<file path="config.mk">
export PLATFORM = sky130hd
export DESIGN_NAME = mrc_core
export DESIGN_NICKNAME = d
export VERILOG_FILES = /design/src/rtl/mrc_pkg.sv /design/src/rtl/mrc_core.sv
export VERILOG_INCLUDE_DIRS = /design/src /design/src/rtl
export SDC_FILE = /design/constraint.sdc
export NUM_CORES = 1
export LEC_CHECK = 0
export BUFFER_PORTS_ARGS = -buffer_cell sky130_fd_sc_hd__buf_2
export CAP_MARGIN = 40
export CORE_MARGIN = 2
export CORE_UTILIZATION = 55
export DETAILED_ROUTE_END_ITERATION = 8
export HOLD_SLACK_MARGIN = 0.02
export PLACE_DENSITY = 0.85
export SYNTH_ARGS = -nofsm -noshare
export SYNTH_HDL_FRONTEND = slang
export SYNTH_SLANG_ARGS = --single-unit
</file>
<file path="constraint.sdc">
create_clock -name clk -period 9.9 [get_ports clk]
set_input_delay 1.98 -clock clk [delete_from_list [all_inputs] [get_ports clk]]
set_output_delay 1.98 -clock clk [all_outputs]
set_load 0.005 [all_outputs]
</file>
<file path="src/rtl/modbus_rtu_response_checker_defines.svh">
// Assertion macros for the Modbus RTU response checker.
// Expects signals clk and rst_n in the module that uses them.
`ifndef MODBUS_RTU_RESPONSE_CHECKER_DEFINES_SVH
`define MODBUS_RTU_RESPONSE_CHECKER_DEFINES_SVH

`ifndef SYNTHESIS
`define MRC_ASSERT_SAME(lbl, ante, cons) \
  lbl: assert property (@(posedge clk) disable iff (!rst_n) (ante) |-> (cons)) \
    else $error("mrc assertion failed");
`define MRC_ASSERT_NEXT(lbl, ante, cons) \
  lbl: assert property (@(posedge clk) disable iff (!rst_n) (ante) |=> (cons)) \
    else $error("mrc assertion failed");
`else
`define MRC_ASSERT_SAME(lbl, ante, cons)
`define MRC_ASSERT_NEXT(lbl, ante, cons)
`endif

`endif

</file>
<file path="src/rtl/mrc_pkg.sv">
// Types, codes and the CRC16 byte update for the Modbus RTU response checker.
// No dependencies.
package mrc_pkg;

  typedef struct packed {
    logic [1:0] kind;
    logic [7:0] rx_byte;
    logic [1:0] request_function;
    logic [6:0] quantity;
  } in_t;

  typedef struct packed {
    logic        is_status;
    logic [15:0] register_value;
    logic [6:0]  register_index;
    logic [2:0]  status;
    logic [7:0]  exception_code;
  } out_t;

  localparam logic [1:0] KIND_START   = 2'd0;
  localparam logic [1:0] KIND_BYTE    = 2'd1;
  localparam logic [1:0] KIND_TIMEOUT = 2'd2;

  localparam logic [1:0] FN_READ_HOLD   = 2'd0;
  localparam logic [1:0] FN_WRITE_ONE   = 2'd1;
  localparam logic [1:0] FN_WRITE_MULTI = 2'd2;
  localparam logic [1:0] FN_ALIAS_MULTI = 2'd3;

  localparam logic [7:0] FC_READ_HOLD   = 8'h03;
  localparam logic [7:0] FC_WRITE_ONE   = 8'h06;
  localparam logic [7:0] FC_WRITE_MULTI = 8'h10;

  localparam logic [2:0] ST_OK        = 3'd0;
  localparam logic [2:0] ST_TIMEOUT   = 3'd1;
  localparam logic [2:0] ST_CRC       = 3'd2;
  localparam logic [2:0] ST_FRAME     = 3'd3;
  localparam logic [2:0] ST_EXCEPTION = 3'd4;

  localparam logic [15:0] CRC_INIT = 16'hFFFF;
  localparam logic [15:0] CRC_POLY = 16'hA001;

  localparam logic [7:0] WRITE_RESP_LEN = 8'd8;
  localparam logic [7:0] READ_HDR_LEN   = 8'd5;
  localparam logic [7:0] DATA_START     = 8'd3;

  // reflected CRC16, one byte, eight shift steps
  function automatic logic [15:0] crc16_byte(input logic [15:0] crc, input logic [7:0] b);
    logic [15:0] c;
    c = crc ^ {8'h00, b};
    for (int k = 0; k < 8; k++) begin
      if (c[0]) begin
        c = (c >> 1) ^ CRC_POLY;
      end else begin
        c = c >> 1;
      end
    end
    return c;
  endfunction

endpackage

</file>
<file path="src/rtl/mrc_core.sv">
// Frame state, CRC and status decision, with the result register.
// Uses mrc_pkg and the assertion macros header.
`include "modbus_rtu_response_checker_defines.svh"

module mrc_core #(
  parameter int MAX_READ_WORDS = 125
) (
  input  logic          clk,
  input  logic          rst_n,
  input  logic          item_valid,
  output logic          item_ready,
  input  mrc_pkg::in_t  item,
  input  logic [7:0]    unit_id,
  output logic          out_valid,
  input  logic          out_stall,
  output mrc_pkg::out_t out_data
);

  localparam logic [6:0] MaxQ = 7'(MAX_READ_WORDS);

  logic [15:0] crc_r, crc_nxt;
  logic [7:0]  bytes_seen_r, bytes_seen_nxt;
  logic [7:0]  exp_len_r, exp_len_nxt;
  logic [1:0]  act_fn_r, act_fn_nxt;
  logic [6:0]  act_q_r, act_q_nxt;
  logic        addr_ok_r, addr_ok_nxt;
  logic [7:0]  fn_byte_r, fn_byte_nxt;
  logic [7:0]  third_r, third_nxt;
  logic [7:0]  pend_hi_r, pend_hi_nxt;
  logic        receiving_r, receiving_nxt;

  logic          out_valid_r;
  mrc_pkg::out_t out_data_r;

  logic          take;
  logic          res_vld;
  mrc_pkg::out_t res;
  logic [6:0]    q_clamp;
  logic [1:0]    fn_sel;
  logic [7:0]    pos;
  logic [7:0]    word_off;
  logic [8:0]    data_end;
  logic [2:0]    st;
  logic [7:0]    want_fc;

  assign item_ready = !out_valid_r || !out_stall;
  assign take       = item_valid && item_ready;
  assign out_valid  = out_valid_r;
  assign out_data   = out_data_r;

  always_comb begin
    crc_nxt        = crc_r;
    bytes_seen_nxt = bytes_seen_r;
    exp_len_nxt    = exp_len_r;
    act_fn_nxt     = act_fn_r;
    act_q_nxt      = act_q_r;
    addr_ok_nxt    = addr_ok_r;
    fn_byte_nxt    = fn_byte_r;
    third_nxt      = third_r;
    pend_hi_nxt    = pend_hi_r;
    receiving_nxt  = receiving_r;
    res_vld        = 1'b0;
    res            = '0;
    pos            = bytes_seen_r;
    word_off       = bytes_seen_r - 8'd4;
    data_end       = {1'b0, mrc_pkg::DATA_START} + {1'b0, act_q_r, 1'b0};
    want_fc        = (act_fn_r == mrc_pkg::FN_WRITE_ONE) ? mrc_pkg::FC_WRITE_ONE
                                                          : mrc_pkg::FC_WRITE_MULTI;
    st             = mrc_pkg::ST_OK;

    q_clamp = item.quantity;
    if (q_clamp == 7'd0) begin
      q_clamp = 7'd1;
    end else if (q_clamp > MaxQ) begin
      q_clamp = MaxQ;
    end
    fn_sel = (item.request_function == mrc_pkg::FN_ALIAS_MULTI) ? mrc_pkg::FN_WRITE_MULTI
                                                                 : item.request_function;

    case (item.kind)
      mrc_pkg::KIND_START: begin
        act_fn_nxt     = fn_sel;
        act_q_nxt      = q_clamp;
        exp_len_nxt    = (fn_sel == mrc_pkg::FN_READ_HOLD)
                         ? mrc_pkg::READ_HDR_LEN + {q_clamp, 1'b0}
                         : mrc_pkg::WRITE_RESP_LEN;
        crc_nxt        = mrc_pkg::CRC_INIT;
        bytes_seen_nxt = 8'd0;
        addr_ok_nxt    = 1'b0;
        fn_byte_nxt    = 8'd0;
        third_nxt      = 8'd0;
        pend_hi_nxt    = 8'd0;
        receiving_nxt  = 1'b1;
      end
      mrc_pkg::KIND_TIMEOUT: begin
        if (receiving_r) begin
          receiving_nxt = 1'b0;
          res_vld       = 1'b1;
          res.is_status = 1'b1;
          res.status    = mrc_pkg::ST_TIMEOUT;
        end
      end
      mrc_pkg::KIND_BYTE: begin
        if (receiving_r) begin
          crc_nxt        = mrc_pkg::crc16_byte(crc_r, item.rx_byte);
          bytes_seen_nxt = pos + 8'd1;
          if (pos == 8'd0) begin
            addr_ok_nxt = (item.rx_byte == unit_id);
          end else if (pos == 8'd1) begin
            fn_byte_nxt = item.rx_byte;
          end else if (pos == 8'd2) begin
            third_nxt = item.rx_byte;
          end

          if ({1'b0, pos} + 9'd1 >= {1'b0, exp_len_r}) begin
            // last byte: decide the frame status on the updated fields
            if (crc_nxt != 16'h0000) begin
              st = mrc_pkg::ST_CRC;
            end else if (!addr_ok_nxt) begin
              st = mrc_pkg::ST_FRAME;
            end else if (fn_byte_nxt[7]) begin
              st = mrc_pkg::ST_EXCEPTION;
            end else if (act_fn_r == mrc_pkg::FN_READ_HOLD) begin
              if (fn_byte_nxt != mrc_pkg::FC_READ_HOLD || third_nxt != {act_q_r, 1'b0}) begin
                st = mrc_pkg::ST_FRAME;
              end
            end else if (fn_byte_nxt != want_fc) begin
              st = mrc_pkg::ST_FRAME;
            end
            receiving_nxt      = 1'b0;
            res_vld            = 1'b1;
            res.is_status      = 1'b1;
            res.status         = st;
            res.exception_code = (st == mrc_pkg::ST_EXCEPTION) ? third_nxt : 8'd0;
          end else if (act_fn_r == mrc_pkg::FN_READ_HOLD && pos >= mrc_pkg::DATA_START &&
                       {1'b0, pos} < data_end) begin
            // odd positions carry the high byte, even ones complete a word
            if (pos[0]) begin
              pend_hi_nxt = item.rx_byte;
            end else begin
              res_vld            = 1'b1;
              res.register_value = {pend_hi_r, item.rx_byte};
              res.register_index = word_off[7:1];
            end
          end
        end
      end
      default: begin
      end
    endcase
  end

  always_ff @(posedge clk) begin
    if (!rst_n) begin
      crc_r        <= mrc_pkg::CRC_INIT;
      bytes_seen_r <= 8'd0;
      exp_len_r    <= 8'd0;
      act_fn_r     <= 2'd0;
      act_q_r      <= 7'd0;
      addr_ok_r    <= 1'b0;
      fn_byte_r    <= 8'd0;
      third_r      <= 8'd0;
      pend_hi_r    <= 8'd0;
      receiving_r  <= 1'b0;
      out_valid_r  <= 1'b0;
    end else begin
      if (take) begin
        crc_r        <= crc_nxt;
        bytes_seen_r <= bytes_seen_nxt;
        exp_len_r    <= exp_len_nxt;
        act_fn_r     <= act_fn_nxt;
        act_q_r      <= act_q_nxt;
        addr_ok_r    <= addr_ok_nxt;
        fn_byte_r    <= fn_byte_nxt;
        third_r      <= third_nxt;
        pend_hi_r    <= pend_hi_nxt;
        receiving_r  <= receiving_nxt;
      end
      if (item_ready) begin
        out_valid_r <= take && res_vld;
      end
    end
  end

  always_ff @(posedge clk) begin
    if (item_ready) begin
      out_data_r <= res;
    end
  end

  `MRC_ASSERT_NEXT(a_status_closes_frame, take && res_vld && res.is_status, !receiving_r)
  `MRC_ASSERT_SAME(a_pos_below_len, receiving_r, bytes_seen_r < exp_len_r)
  `MRC_ASSERT_SAME(a_word_index_in_range, out_valid_r && !out_data_r.is_status, out_data_r.register_index < act_q_r)

endmodule

</file>
==> results of run 1 <==
==> layout make-up <==
| cell class | instances | area, um2 | area share [%] |
|---|---|---|---|
| clock buffer | 10 | 149 | 2.44 |
| clock inverter | 6 | 50.0 | 0.819 |
| inverter | 24 | 90.1 | 1.47 |
| multi-input combinational | 412 | 2870 | 47.0 |
| sequential | 103 | 2410 | 39.5 |
| tap | 133 | 166 | 2.72 |
| timing repair buffer | 71 | 373 | 6.10 |
==> state kept, by name, summed over array words and instances, names as in the netlist <==
signal / count
out_data: 35
addr_ok_r: 1
crc_r: 16
receiving_r: 1
bytes_seen_r: 8
pend_hi_r: 8
fn_byte_r: 8
third_r: 8
act_q_r: 7
exp_len_r: 8
act_fn_r: 2
out_valid: 1
==> cells in the mapped netlist, types with 7 or more instances <==
library cell | n | area, um2
nor2_1 | 58 | 218
mux2i_1 | 8 | 80.1
clkbuf_1 | 22 | 82.6
edfxtp_1 | 35 | 1050
a22o_1 | 7 | 61.3
xnor2_1 | 41 | 359
a22oi_1 | 26 | 195
nand2_1 | 46 | 173
xor2_1 | 11 | 96.3
and2_1 | 23 | 144
a21oi_1 | 26 | 130
dfxtp_1 | 68 | 1360
nand3_1 | 9 | 45.0
nor3_1 | 7 | 35.0
ha_1 | 29 | 363
o21ai_0 | 8 | 40.0
o22ai_1 | 16 | 100
buf_2 | 8 | 40.0
inv_1 | 23 | 86.3
==> logic make-up (layout without fill, tap and decap cells) <==
family,Yosys count,in the layout
flops,103,103
compound gates,122,122
buf+inv,57,111
fa+ha+maj,29,29
xor+xnor,56,56
mux,9,9
simple gates,196,196
==> critical path: cells and delay by family <==
kind / cells / cell delay, ps
buffers and inverters: 3 / 720
AND/OR/NAND/NOR: 1 / 60
==> layer usage <==
layer / vias to the layer above / global-route usage (%) / part of all wire (%)
met4: 0 / 10.1 / 2.1
met1: 2172 / 32.3 / 42
met5: - / 0 / 0
met3: 27 / 4.51 / 7.9
met2: 227 / 40.3 / 48
li1: 2138 / - / -
==> worst paths after layout <==
| kind | start | end |
|---|---|---|
| worst max register to register | bytes_seen_r[0] | out_data[20] |
| worst max-delay path | out_stall | item_ready |
| worst min-delay path | exp_len_r[0] | exp_len_r[0] |
| worst min register to register | exp_len_r[0] | exp_len_r[0] |
==> power breakdown <==
group          switching, uW  internal [uW]
Combinational           46.9           28.2
Sequential              4.50            438
Clock                    153            110
Total                    204            576
==> per-stage QoR <==
stage | instances | setup WS, ps | area, um2 | util [%]
floorplan | 572 | 5120 | 5520 | -
global route | 759 | 5060 | 6110 | 62.5
global placement | 742 | 5100 | 5900 | 60.3
detailed placement | 743 | 4880 | 5910 | 60.5
finish | 759 | 5140 | 6110 | 62.5
CTS | 759 | 5140 | 6110 | 62.5
==> metrics.txt, run 1 <==
share of cells above drive strength 1=16.5%; RSZ-0062 raised after global routing=false; hold buffer count at cts=0; Worst-Margin Slew=919 ps; DPL Wire Length=9400 um; final net count=681; post-synthesis mux area share=1.66%; reg2reg setup slack=6410 ps; Pleak=0.00252 uW; Max Fclk=210 MHz; row count=36; crit path max fanout=38; main combinational cell family by area after synthesis=simple AND/OR/NAND/NOR gates; vias in the first global route=4,425; clock sink count=103; Setup TNS=0 ps; GRT Util Overall=24.6%; I/O pin total=68; Cells on Worst Hold Path=2; xor-xnor portion of the synthesized cell area=9.43%; routed wire length=13,100 um; Most Frequent Cell on Critical Path=buf_2; root buf cell=clkbuf_8; Initial Util=56.5%; Worst Path Required=7920 ps; max-slew violations=0; Routed WL per cell=17.2 um; Clock Latency Late Sink=380 ps; grt ovf=0; Final Critical Period=4760 ps; die height=104 um; drt drc=0; Async SR Flop Fraction=0%; WS Path Type=primary input to output port; post-synthesis sequential area ratio=43.7%; 1st-pass router iterations=5; syn nets=632; Via density=6.01; post-CTS setup buffer count=0; Syn Std Cell Area=5520 um2; Syn Area/Cell=9.65 um2; dominant synthesized flop cell=dfxtp_1; Max Root-Sink Buffers=2; Cell variety after synth=65; via count=4,564; Power Dens Cells=128 nW/um2; final setup fails=0; Fillers=791; crit start category=primary input; initial DRC count=421; Final period util=48.1%; total inserted antenna cells=0; Rel. slew slack=38.5%; Area Growth Syn to Fin=10.7%; adder-cell share of the synthesized area=6.58%; Largest stage delay, worst path=420 ps; Worst Clk Skew=11.2 ps; Final Wtd Congestion=0.925; Syn Inst Count=572; Clock transition at path regs=100 ps; total CTS buffers=9; die width=104 um; Synth Area in Simple Gates=19.0%; antenna violations before repair=0; final hold slack=468 ps; Tot Pwr=780 uW; Compound-Gate Fraction of Synth Area=15.4%; Yosys warnings=0; Reg2Reg Depth=11; CTS tree=built; Die Area=10,800 um2; first-pass GRT wire length=21,400 um; Core Footprint=9770 um2; htree depth=3; crit path capture type=output port; Post-CTS Resized=0; commonest non-fill, non-tap cells in the layout=dfxtp_1, buf_2, nor2_1; largest net degree at the start of global routing=46; port bufs=67; VDD IR max=0.0831 mV; Antenna Nets Post-Route=0; Hold Path Class=flop to flop; status=complete, no violations; worst endpoint data arrival time=2780 ps; Hold Fails Final Rpt=0; commonest non-fill, non-tap cell in the layout=dfxtp_1; worst-path cell chain=buf_2 -> nand2_1 -> buf_4 -> buf_2; slowest CP cell=buf_4; # Max-Cap Violations=0; Post-synth EDFFs=35; Synth Register Bits=103
Power figures use the tool's default switching activity.
==> inputs of run 2 (changes only) <==
==> constraint.sdc (replaced) <==
create_clock -name clk -period 4.6 [get_ports clk]
set_input_delay 0.92 -clock clk [delete_from_list [all_inputs] [get_ports clk]]
set_output_delay 0.92 -clock clk [all_outputs]
set_load 0.005 [all_outputs]
==> run 2 against run 1 <==
Global-route usage fell by 0.28 points. Critical endpoint is now out_data[1]. Combinational power rose by 120%. Clock skew rose by 5.8 ps. Via count fell by 1.2%. Highest routed layer unchanged.
==> metrics.txt, run 2 (same netlist as run 1, synthesis figures left out) <==
vias in the first global route=4,299; worst-path cell chain=buf_2 -> xnor2_1 -> xnor2_1 -> xnor2_1 -> xnor2_1 -> ha_1 -> xnor2_1 -> nand4b_1 -> or4_4 -> and4bb_1 -> nand4b_4 -> nor2_1; Hold Path Class=flop to flop; Fillers=816; Antenna Nets Post-Route=0; Post-CTS Resized=0; port bufs=67; share of cells above drive strength 1=16.9%; Worst Clk Skew=17.0 ps; row count=36; largest net degree at the start of global routing=46; max FFs per register=35; WS Path Type=primary input to flop; Setup TNS=0 ps; total inserted antenna cells=0; Clock Latency Late Sink=380 ps; grt ovf=0; RSZ-0062 raised after global routing=false; GRT Util Overall=24.4%; Worst-Margin Slew=829 ps; Largest stage delay, worst path=460 ps; hold buffer count at cts=0; setup ws final=835 ps; I/O pin total=68; crit path max fanout=11; status=complete, no violations; worst endpoint data arrival time=3990 ps; die width=104 um; VDD IR max=0.173 mV; commonest non-fill, non-tap cells in the layout=dfxtp_1, buf_2, nor2_1; clock sink count=103; die height=104 um; Max Root-Sink Buffers=2; crit start category=primary input; area post-placement=5930 um2; # Max-Cap Violations=0; Routed WL per cell=16.9 um; Worst Path Required=4830 ps; Area Growth Syn to Fin=10.9%; max-slew violations=0; initial DRC count=348; Via density=5.92; via count=4,511; Clock transition at path regs=100 ps; Most Frequent Cell on Critical Path=xnor2_1; CTS tree=built; Final Critical Period=3760 ps; Max Fclk=266 MHz; dpl ws=536 ps; total CTS buffers=9; Hold Fails Final Rpt=0; Pleak=0.00253 uW; area occupied by multi-input gates=2870 um2; final instance area=6120 um2; commonest non-fill, non-tap cell in the layout=dfxtp_1; Die Area=10,800 um2; Final Wtd Congestion=0.916; Initial Util=56.5%; slowest CP cell=or4_4; Core Footprint=9770 um2; post-CTS setup buffer count=0; DPL Wire Length=9350 um; 1st-pass router iterations=5; final net count=684; root buf cell=clkbuf_8; first-pass GRT wire length=21,200 um; antenna violations before repair=0; drt drc=0; routed wire length=12,900 um; final setup fails=0; crit path capture type=flop; htree depth=3; Final period util=81.8%; Power Dens Cells=273 nW/um2; Rel. slew slack=44.7%; Reg area=2410 um2
run 2: cell count changes in the layout (fill, tap and decap cells not counted), sizes merged:
cell,delta
clkinv,+1
buf,+3
clkbuf,-1
run 2: stage by stage:
stage / hold WS (ps) / util (%) / total power, uW / instances
6_report: 473 / 62.6 / 1670 / 762
3_5_place_dp: 458 / 60.6 / 1130 / 746
4_1_cts: 476 / 62.6 / 1660 / 762
3_3_place_gp: 450 / 60.6 / 1130 / 746
5_1_grt: 500 / 62.6 / 1730 / 762
2_1_floorplan: 440 / - / 1080 / 572
run 2: per-layer routing:
| metal | routed length (um) | part of all wire [%] | track usage, % | vias to the layer above |
|---|---|---|---|---|
| met5 | 0 | 0 | 0 | - |
| met4 | 392 | 3.1 | 9.85 | 0 |
| met3 | 1090 | 8.5 | 5.70 | 34 |
| met2 | 5860 | 46 | 38.5 | 232 |
| met1 | 5510 | 43 | 32.3 | 2105 |
| li1 | - | - | - | 2140 |
run 2: final timing paths:
path                         from            to  slack [ps]  depth (start not counted)
setup / recovery         item[10]   out_data[1]         840                         12
hold / removal       exp_len_r[0]  exp_len_r[0]         470                          2
setup reg to reg  bytes_seen_r[0]  out_data[20]        1190                         11
hold reg to reg      exp_len_r[0]  exp_len_r[0]         470                          2
run 2: area by class of cell:
type / instances / area share (%)
flip-flops and latches: 103 / 39.4
clock buffers: 9 / 2.02
clock inverters: 7 / 1.08
repair buffers: 74 / 6.34
well taps: 133 / 2.72
multi-input cells: 412 / 46.9
inverters: 24 / 1.47
run 2: critical path, delay by kind of cell:
kind	cells	cell delay, ps
adder cells (fa/ha/maj)	1	310
AND/OR/NAND/NOR	5	1310
buffers and inverters	1	190
XOR/XNOR	5	1260
run 2: where the power goes:
group	switching, uW	internal (uW)	leakage (uW)	total [uW]
registers	9.62	942	0.000980	952
logic	103	61.7	0.00145	165
clock network	344	209	0.0000965	554
total	457	1210	0.00253	1670
